### src/rtl/ahps_pkg.sv
// Package for the axis home-and-position sequencer.
// Request/result structs, phase and error codes, fixed-point constants.
// No dependencies.
package ahps_pkg;

    localparam int CMD_W   = 2;
    localparam int POS_W   = 40;
    localparam int TGT_W   = 24;
    localparam int CNT_W   = 32;
    localparam int STEPS_W = 32;
    localparam int CF_W    = 16;
    localparam int HL_W    = 24;
    localparam int TOL_W   = 10;
    localparam int ATT_W   = 5;

    localparam logic [CMD_W-1:0] CMD_MOVE   = 2'd0;
    localparam logic [CMD_W-1:0] CMD_HOME   = 2'd1;
    localparam logic [CMD_W-1:0] CMD_SAMPLE = 2'd2;

    localparam logic [1:0] KIND_NONE  = 2'd0;
    localparam logic [1:0] KIND_BLOCK = 2'd1;
    localparam logic [1:0] KIND_ASYNC = 2'd2;

    localparam logic [2:0] ERR_NONE      = 3'd0;
    localparam logic [2:0] ERR_NOT_HOMED = 3'd1;
    localparam logic [2:0] ERR_ATTEMPTS  = 3'd2;
    localparam logic [2:0] ERR_LEAVE     = 3'd3;
    localparam logic [2:0] ERR_FIND_LIM  = 3'd4;
    localparam logic [2:0] ERR_FIND_IDX  = 3'd5;

    localparam logic [2:0] PH_IDLE  = 3'd0;
    localparam logic [2:0] PH_MOVE  = 3'd1;
    localparam logic [2:0] PH_LEAVE = 3'd2;
    localparam logic [2:0] PH_SEEK  = 3'd3;
    localparam logic [2:0] PH_INDEX = 3'd4;

    localparam logic [1:0] REG_DIR = 2'd0;
    localparam logic [1:0] REG_CF  = 2'd1;
    localparam logic [1:0] REG_HL  = 2'd2;

    localparam logic [TOL_W-1:0] TOL_FINE   = 10'd256;
    localparam logic [TOL_W-1:0] TOL_COARSE = 10'd512;
    localparam logic [TOL_W-1:0] TOL_TIGHT  = 10'd128;
    localparam logic [TOL_W-1:0] TOL_WIDE   = 10'd192;
    localparam logic [ATT_W-1:0] ATT_MAX    = 5'd20;
    localparam logic [ATT_W-1:0] ATT_WIDE   = 5'd15;
    localparam logic [ATT_W-1:0] ATT_TIGHT  = 5'd10;

    localparam logic [29:0] POS_NUM  = 30'd866983936;
    localparam logic [16:0] POS_DEN  = 17'd78125;
    localparam logic [11:0] STEP_NUM = 12'd3125;
    localparam logic [27:0] STEP_DEN = 28'd216745984;
    // STEP_DEN = 2^11 * odd part; the odd part is divided by reciprocal multiply
    localparam logic [16:0] STEP_DIV   = 17'(STEP_DEN >> 11);
    localparam logic [25:0] STEP_RECIP = 26'((64'd1 << 42) / 64'(STEP_DIV));
    localparam logic signed [STEPS_W-1:0] BACKLASH = 32'sd400;
    localparam logic signed [STEPS_W-1:0] MIN_STEPS = 32'sd16;
    localparam logic signed [STEPS_W-1:0] INDEX_STEPS = 32'sd3840;
    localparam logic signed [POS_W-1:0] UNHOMED_POS = 40'sd3160320;

    localparam logic [1:0] DEF_DIR = 2'd0;
    localparam logic [CF_W-1:0] DEF_CF = 16'd4096;
    localparam logic [HL_W-1:0] DEF_HL = 24'd65536;

    typedef struct packed {
        logic [1:0]         cmd;
        logic signed [23:0] target_pos;
        logic               coarse;
        logic signed [31:0] encoder_count;
        logic               limit_level;
        logic               index_level;
        logic               speed_low;
        logic               move_done;
    } req_t;

    typedef struct packed {
        logic               motor_enable;
        logic [1:0]         move_kind;
        logic signed [31:0] move_steps;
        logic               stop_motion;
        logic               zero_position;
        logic               finished;
        logic               success;
        logic [2:0]         error_code;
        logic               homed_flag;
        logic signed [39:0] position;
    } rsp_t;

    // controller -> datapath
    typedef struct packed {
        logic pos_start;    // convert encoder count to position
        logic steps_start;  // convert target - position to steps
    } dp_cmd_t;

    // datapath -> controller
    typedef struct packed {
        logic pos_done;
        logic steps_done;
        logic out_tol;
    } dp_sts_t;

endpackage

### src/rtl/ahps_controller.sv
// Sequencer state machine: move attempts, homing phases, result assembly.
// Uses ahps_pkg; drives the datapath through dp_cmd_t / dp_sts_t.
module ahps_controller (
    input  logic                       clk,
    input  logic                       rst_n,
    input  logic                       in_valid,
    output logic                       in_ready,
    input  ahps_pkg::req_t             in_data,
    output logic                       out_valid,
    input  logic                       out_ready,
    output ahps_pkg::rsp_t             out_data,
    input  logic [ahps_pkg::HL_W-1:0]  hl,
    output ahps_pkg::dp_cmd_t          dcmd,
    input  ahps_pkg::dp_sts_t          dsts,
    output logic signed [23:0]         target,
    output logic [ahps_pkg::TOL_W-1:0] tol,
    output logic signed [31:0]         count,
    input  logic signed [39:0]         pos,
    input  logic signed [31:0]         steps
);
    import ahps_pkg::*;

    typedef enum logic [2:0] {C_IDLE, C_POS, C_DEC, C_STEPS, C_OUT} cstate_t;

    cstate_t st_reg;
    req_t    req_reg;
    rsp_t    rsp_reg;
    logic [2:0] phase_reg;
    logic       homed_reg;
    logic [ATT_W-1:0] att_reg;
    logic [TOL_W-1:0] tol_reg;
    logic signed [23:0] tgt_reg;
    logic       en_reg;
    logic [2:0] ph_n;
    logic       homed_n, en_n, need_steps;
    logic [ATT_W-1:0] att_n;
    logic [TOL_W-1:0] tol_n;
    logic signed [23:0] tgt_n;
    rsp_t r;
    logic signed [31:0] hls;

    assign hls      = 32'(signed'({1'b0, hl}));
    assign in_ready = (st_reg == C_IDLE);
    assign out_valid = (st_reg == C_OUT);
    assign out_data = rsp_reg;
    assign target   = tgt_reg;
    assign tol      = tol_reg;
    // sampled by the datapath only in the accept cycle, straight from the request
    assign count    = in_data.encoder_count;
    assign dcmd.pos_start   = (st_reg == C_IDLE) && in_valid;
    assign dcmd.steps_start = (st_reg == C_DEC) && need_steps;

    // decision on request + converted position (target/tol already updated
    // for the out-of-tolerance check is done in a later cycle, see C_DEC)
    always_comb
    begin
        ph_n = phase_reg; homed_n = homed_reg; att_n = att_reg; tol_n = tol_reg;
        tgt_n = tgt_reg; en_n = en_reg;
        r = '0;
        if (phase_reg == PH_IDLE && req_reg.cmd == CMD_MOVE)
        begin
            if (!homed_reg)
            begin
                r.finished = 1'b1; r.error_code = ERR_NOT_HOMED;
            end
            else
            begin
                en_n = 1'b1; tgt_n = req_reg.target_pos; att_n = '0;
                tol_n = req_reg.coarse ? TOL_COARSE : TOL_FINE;
            end
        end
        else if (phase_reg == PH_IDLE && req_reg.cmd == CMD_HOME)
        begin
            en_n = 1'b1; r.move_kind = KIND_ASYNC;
            if (req_reg.limit_level)
            begin
                r.move_steps = hls; ph_n = PH_LEAVE;
            end
            else
            begin
                r.move_steps = -hls; ph_n = PH_SEEK;
            end
        end
        else if (req_reg.cmd == CMD_SAMPLE)
        begin
            if (phase_reg == PH_MOVE && req_reg.move_done)
            begin
                if (att_reg >= ATT_MAX)
                begin
                    r.finished = 1'b1; r.error_code = ERR_ATTEMPTS; ph_n = PH_IDLE;
                end
                else
                begin
                    if (att_reg == ATT_WIDE) tol_n = TOL_WIDE;
                    else if (att_reg == ATT_TIGHT) tol_n = TOL_TIGHT;
                    att_n = att_reg + 1'b1;
                end
            end
            else if (phase_reg == PH_LEAVE)
            begin
                if (!req_reg.limit_level)
                begin
                    r.stop_motion = 1'b1; r.move_kind = KIND_ASYNC;
                    r.move_steps = -hls; ph_n = PH_SEEK;
                end
                else if (req_reg.speed_low)
                begin
                    r.stop_motion = 1'b1; r.finished = 1'b1; r.error_code = ERR_LEAVE;
                    en_n = 1'b0; ph_n = PH_IDLE;
                end
            end
            else if (phase_reg == PH_SEEK)
            begin
                if (req_reg.limit_level)
                begin
                    r.stop_motion = 1'b1; r.move_kind = KIND_ASYNC;
                    r.move_steps = INDEX_STEPS; ph_n = PH_INDEX;
                end
                else if (req_reg.speed_low)
                begin
                    r.stop_motion = 1'b1; r.finished = 1'b1; r.error_code = ERR_FIND_LIM;
                    en_n = 1'b0; ph_n = PH_IDLE;
                end
            end
            else if (phase_reg == PH_INDEX)
            begin
                if (req_reg.index_level)
                begin
                    r.stop_motion = 1'b1; r.zero_position = 1'b1; r.finished = 1'b1;
                    r.success = 1'b1; homed_n = 1'b1; en_n = 1'b0; ph_n = PH_IDLE;
                end
                else if (req_reg.speed_low)
                begin
                    r.stop_motion = 1'b1; r.finished = 1'b1; r.error_code = ERR_FIND_IDX;
                    en_n = 1'b0; ph_n = PH_IDLE;
                end
            end
            else if (phase_reg > PH_INDEX)
                ph_n = PH_IDLE;
        end
        r.homed_flag = homed_n;
        r.motor_enable = en_n;
        if (r.zero_position) r.position = '0;
        else if (homed_n) r.position = pos;
        else r.position = UNHOMED_POS;
    end

    // C_DEC runs after target/tol are committed: tolerance check phase
    logic chk;
    assign chk = (phase_reg == PH_IDLE && req_reg.cmd == CMD_MOVE && homed_reg) ||
                 (phase_reg == PH_MOVE && req_reg.cmd == CMD_SAMPLE &&
                  req_reg.move_done && att_reg >= 5'd1 && rsp_reg.move_kind == KIND_NONE
                  && !rsp_reg.finished);

    always_comb need_steps = chk && dsts.out_tol;

    always_ff @(posedge clk or negedge rst_n)
    begin
        if (!rst_n)
        begin
            st_reg <= C_IDLE; phase_reg <= PH_IDLE; homed_reg <= 1'b0;
            att_reg <= '0; tol_reg <= TOL_FINE; tgt_reg <= '0; en_reg <= 1'b0;
        end
        else
        begin
            unique case (st_reg)
                C_IDLE: if (in_valid) st_reg <= C_POS;
                C_POS:
                begin
                    if (dsts.pos_done)
                    begin
                        rsp_reg <= r;
                        phase_reg <= ph_n; homed_reg <= homed_n; att_reg <= att_n;
                        tol_reg <= tol_n; tgt_reg <= tgt_n; en_reg <= en_n;
                        st_reg <= C_DEC;
                    end
                end
                C_DEC:
                begin
                    if (chk)
                    begin
                        if (dsts.out_tol)
                        begin
                            phase_reg <= PH_MOVE; st_reg <= C_STEPS;
                            rsp_reg.move_kind <= KIND_BLOCK;
                        end
                        else
                        begin
                            en_reg <= 1'b0; phase_reg <= PH_IDLE; st_reg <= C_OUT;
                            rsp_reg.motor_enable <= 1'b0; rsp_reg.finished <= 1'b1;
                            rsp_reg.success <= 1'b1;
                        end
                    end
                    else
                        st_reg <= C_OUT;
                end
                C_STEPS:
                begin
                    if (dsts.steps_done)
                    begin
                        rsp_reg.move_steps <= steps; st_reg <= C_OUT;
                    end
                end
                C_OUT: if (out_ready) st_reg <= C_IDLE;
                default: st_reg <= C_IDLE;
            endcase
        end
    end

    always_ff @(posedge clk)
    begin
        if (st_reg == C_IDLE && in_valid)
            req_reg <= in_data;
    end
endmodule

### config.mk
export PLATFORM = sky130hd
export DESIGN_NAME = ahps_controller
export DESIGN_NICKNAME = d
export VERILOG_FILES = /design/src/rtl/ahps_pkg.sv /design/src/rtl/ahps_controller.sv
export SDC_FILE = /design/constraint.sdc
export NUM_CORES = 1
export LEC_CHECK = 0
export BUFFER_PORTS_ARGS = -buffer_cell sky130_fd_sc_hd__buf_2
export CAP_MARGIN = 20
export CORE_AREA = 2 2 123 125
export CTS_CLUSTER_DIAMETER = 80
export DETAILED_ROUTE_END_ITERATION = 8
export DIE_AREA = 0 0 125 127
export PLACE_DENSITY = 0.87
export SLEW_MARGIN = 20
export SYNTH_ARGS = -nofsm -noshare
export SYNTH_HDL_FRONTEND = slang
export SYNTH_SLANG_ARGS = --single-unit
### constraint.sdc
create_clock -name clk -period 7 [get_ports clk]
set_input_delay 0.7 -clock clk [delete_from_list [all_inputs] [get_ports clk]]
set_output_delay 0.7 -clock clk [all_outputs]
set_load 0.01 [all_outputs]
[After elaboration in Yosys (flattened, before gate mapping)]
Index checks and enable logic that the tools add are counted.
W data, S select, Z words.
Cells by class
  add/subtract/negate cells: 2
  $lt $le $gt $ge: 3
  equality and inequality tests: 26
  multiplexer cells: 124
  bitwise gates (word level): 2
  reduce and logical (&&, ||, !) cells: 36
Operators by type and width (number)
  $mux W34: 4
  $mux W10: 9
  $mux W3: 30
  $mux W83: 1
  $mux W40: 2
  $mux W36: 2
  $mux W32: 2
  $pmux W32 S2: 1
  $mux W7: 8
  $mux W1: 46
  $mux W41: 1
  $mux W35: 1
  $neg A24 Y32: 1
  $mux W5: 6
  $ne A2 B2 Y1 const B: 8
  $reduce_and A4 Y1: 4
  $pmux W3 S5: 1
  $reduce_and A7 Y1: 2
  $eq A3 B2 Y1 const B: 4
  $logic_and A1 B1 Y1: 12
  $mux W2: 6
  $pmux W3 S2: 2
  $eq A5 B4 Y1 const B: 2
  $reduce_and A5 Y1: 2
  other kinds (26): 36
Word-level totals
  register bits: 161
  input port bits: 166
  word-level logic and storage cells: 218

[Depth between registers and ports, before layout]
  word-level depth: 18
  depth in mapped cells: 8
  gate-level depth less buffers: 7

[Worst setup path before layout]
Ideal clock, no wire load.
  path type: input port to flip-flop
  start: in dsts[2] (netlist name)
  end: reg rsp_reg, in the netlist out_data[48] (enable)
  setup time: 513 ps
  arrival: 4532 ps
  setup slack: 1956 ps
  stages: 3
  path through: clkbuf_1 -> mux2i_1 -> nor4b_1
On the way
  cells in the longest elaborated chain, start to end: 2
Ends and longest elaborated chain
  from (decl): line ahps_controller.sv:14  | input ahps_pkg::dp_sts_t dsts,
  $ne A2 B2 Y1 (no source line)
  $reduce_and A4 Y1 (no source line)
  to (signal assigned): line ahps_controller.sv:172  | rsp_reg <= r;
  to (decl): line ahps_controller.sv:27  | rsp_t rsp_reg;
Every way passes these cells.
A chain may end at the register's enable or synchronous reset.

==> run_results.csv <==
group,metric,value,unit
critical_path,slowest_delay,0.59,ns
clocking,path_clk_slew,0.06,ns
layout,area_growth,22.60,%
clocking,cts_made_buffers,17,
layout,final_cell_mix,"buf_2 (248), edfxtp_1 (114), and2_1 (40), dfrtp_1 (40), nand2_1 (39)",
synth,syn_avg_cell_area,12.18,um2
sta,rsz0062_at_grt,"false",
detailed_routing,dr_total_vias,5565,
critical_path,crit_family,"simple AND/OR/NAND/NOR gates",
detailed_routing,drc,0,
sta,fmax,327.6,MHz
layout,fillCellCount,1096,
critical_path,worst-path-buf-inv,1,
sta,finalCriticalPeriod,3.053,ns
worst_hold_path,hold_path.class,"in2async",
die,core_area,14420,um2
sta,tns,0,ns
die,num_rows,44,
synth,synthCells,607,
critical_path,end_kind,"output port",
clocking,cts_root_buf,"clkbuf_16",
clocking,clock_sinks,155,
die,die_h,127,um
detailed_routing,routed_wl,17.64,mm
critical_path,startpoint_type,"flip-flop",
sta,setup_viol,0,
placed_design,dpl.hpwl,12.61,mm
grt,grt_pass1_vias,5563,
detailed_routing,post_drt_wl_per_cell,17.38,um
layout,largest_reg_flops,83,
status,status,"finished clean",
power_and_ir_drop,irDropWorstVdd,0.1948,mV
layout,final_common_cell,"buf_2",
detailed_routing,drt_first_pass_iters,5,
grt,grt_start_max_net_pins,47,
critical_path,arrival,2.35,ns
power_and_ir_drop,leakagePower,3.958,nW
critical_path,worst-endpoint-required,6.30,ns
grt,grt_pass1_wl,28.06,mm
clocking,clock_path_buffers,2,
synth,synth_area_leaders,"edfxtp_1 (46%), dfrtp_1 (14%), buf_4 (4.0%), mux2_2 (3.8%), and2_1 (3.4%)",
critical_path,cp_cell_sequence,"nor4_4 -> and2_1 -> o21ai_0 -> nor2b_1 -> buf_2",
sta,finalHoldViolations,0,
die,start_util,51.25,%
synth,synthesis.area,7392,um2
layout,drive_above_1_share,39.28,%
sta,worstMarginPinSlew,1.058,ns
layout,final_nets,989,
die,design.die.area,15880,um2
grt,overflow,0,
run,maxCapViolations,0,
sta,skew,0.01041,ns
die,die_w,125,um
synth,yosysTopAreaCell,"edfxtp_1",
critical_path,crit_type,"reg2out",
clocking,cts_tree,"yes",
placed_design,place_congestion,0.8935,
synth,synthFlopType,"edfxtp_1",
critical_path,path_max_fanout,15,
synth,ys_seq_elements,155,
placed_design,portBuffers,248,
sta,fin_ws,3.947,ns
synth,synth.yosys.warnings,0,
critical_path,worst_path_max_delay_cell,"nor4_4",
clocking,cts_setup_buffers,0,
placed_design,dp_slack,4.182,ns
synth,yosysSeqAreaShare,60.21,%
detailed_routing,postRouteAntennaNets,0,
synth,async_reset_ff_share,26.45,%
sta,slew_headroom,29.48,%
detailed_routing,drt-initial-drc-count,506,
grt,antenna_found_initial,1,
sta,drv_slew,0,
clocking,clk_latency,0.42,ns
die,io_pins,319,
grt,grt_usage,22.36,%
clocking,hold_buffers,0,
power_and_ir_drop,power_density,305.8,nW/um2
synth,netlist.area_leader.share,46.31,%
synth,synth_edf_count,114,
clocking,post_cts_resized,0,
detailed_routing,vias_per_cell,5.483,
clocking,ctsHtreeMaxLevel,4,
sta,timing.final.crit_share,43.61,%
synth,yosysUniqueCellTypes,67,
-- logic make-up (layout without fill, tap and decap cells) --
family | count (synthesis) | after routing | share of synthesized area [%]
other | 1 | 7 | 0.05073
xor gates and xnor gates | 16 | 16 | 1.896
buffers and inverters | 92 | 310 | 6.855
and+or+nand+nor | 184 | 184 | 14.35
muxes | 29 | 29 | 4.367
DFF | 155 | 155 | 60.21
adders and majority gates | 6 | 6 | 1.016
AOI/OAI and AO/OA | 124 | 124 | 11.26
-- worst paths after layout --
check,from,end,slack [ns],cells after the start
worst min-delay path,rst_n,target[12],0.36,2
max in group asynchronous,rst_n,att_reg[4],6.25,2
worst max register to register,phase_reg[2],target[22],4.30,4
worst max-delay path,phase_reg[2],dcmd[0],3.95,5
min in group clk,req_reg[36],tol[8],0.43,1
worst min register to register,req_reg[36],tol[8],0.43,1
-- synth_stat cells (16+ instances only) --
master    number
a21oi_1       35
and2_1        40
buf_4         39
clkbuf_1      20
dfrtp_1       40
edfxtp_1     114
inv_1         24
mux2_2        25
nand2_1       39
nor2_1        23
o21ai_0       24
xnor2_1       16
-- metal layers --
layer / wire length [um] / GRT usage [%] / vias up
met5: 0 / 0 / -
met4: 401 / 8.170 / 0
met3: 1453 / 7.496 / 46
met2: 8742 / 37.69 / 280
met1: 7043 / 26.97 / 2647
li1: - / - / 2592
-- metrics by stage --
stage	area, um2	std cells	power, W	hold WS (ns)	util [%]
after floorplan	7411	612	0.001729	0.3842	-
after global routing	9062	1015	0.002921	0.3979	62.83
after global placement	8518	982	0.001915	0.3949	59.06
final	9062	1015	0.002772	0.3582	62.83
after CTS	9060	1014	0.002787	0.3655	62.81
after detailed placement	8518	982	0.001941	0.4155	59.06
-- area by class of cell --
| cell class | count | area [um2] | share of cell area (%) |
|---|---|---|---|
| antenna | 1 | 2.502 | 0.02761 |
| clock buffer | 24 | 483.0 | 5.329 |
| clock inverter | 8 | 58.81 | 0.6489 |
| inverter | 24 | 90.09 | 0.9941 |
| multi-input combinational | 365 | 2461 | 27.16 |
| sequential | 155 | 4451 | 49.11 |
| tap | 184 | 230.2 | 2.540 |
| timing repair buffer | 254 | 1286 | 14.19 |
-- report_power, final --
part | switching (W) | internal (W) | leakage (nW)
sequential | 0.000105 | 0.00116 | 1.60
combinational | 0.000400 | 0.000262 | 2.09
clock | 0.000355 | 0.000487 | 0.265
total | 0.000859 | 0.00191 | 3.96
(Power assumes the default switching activity.)
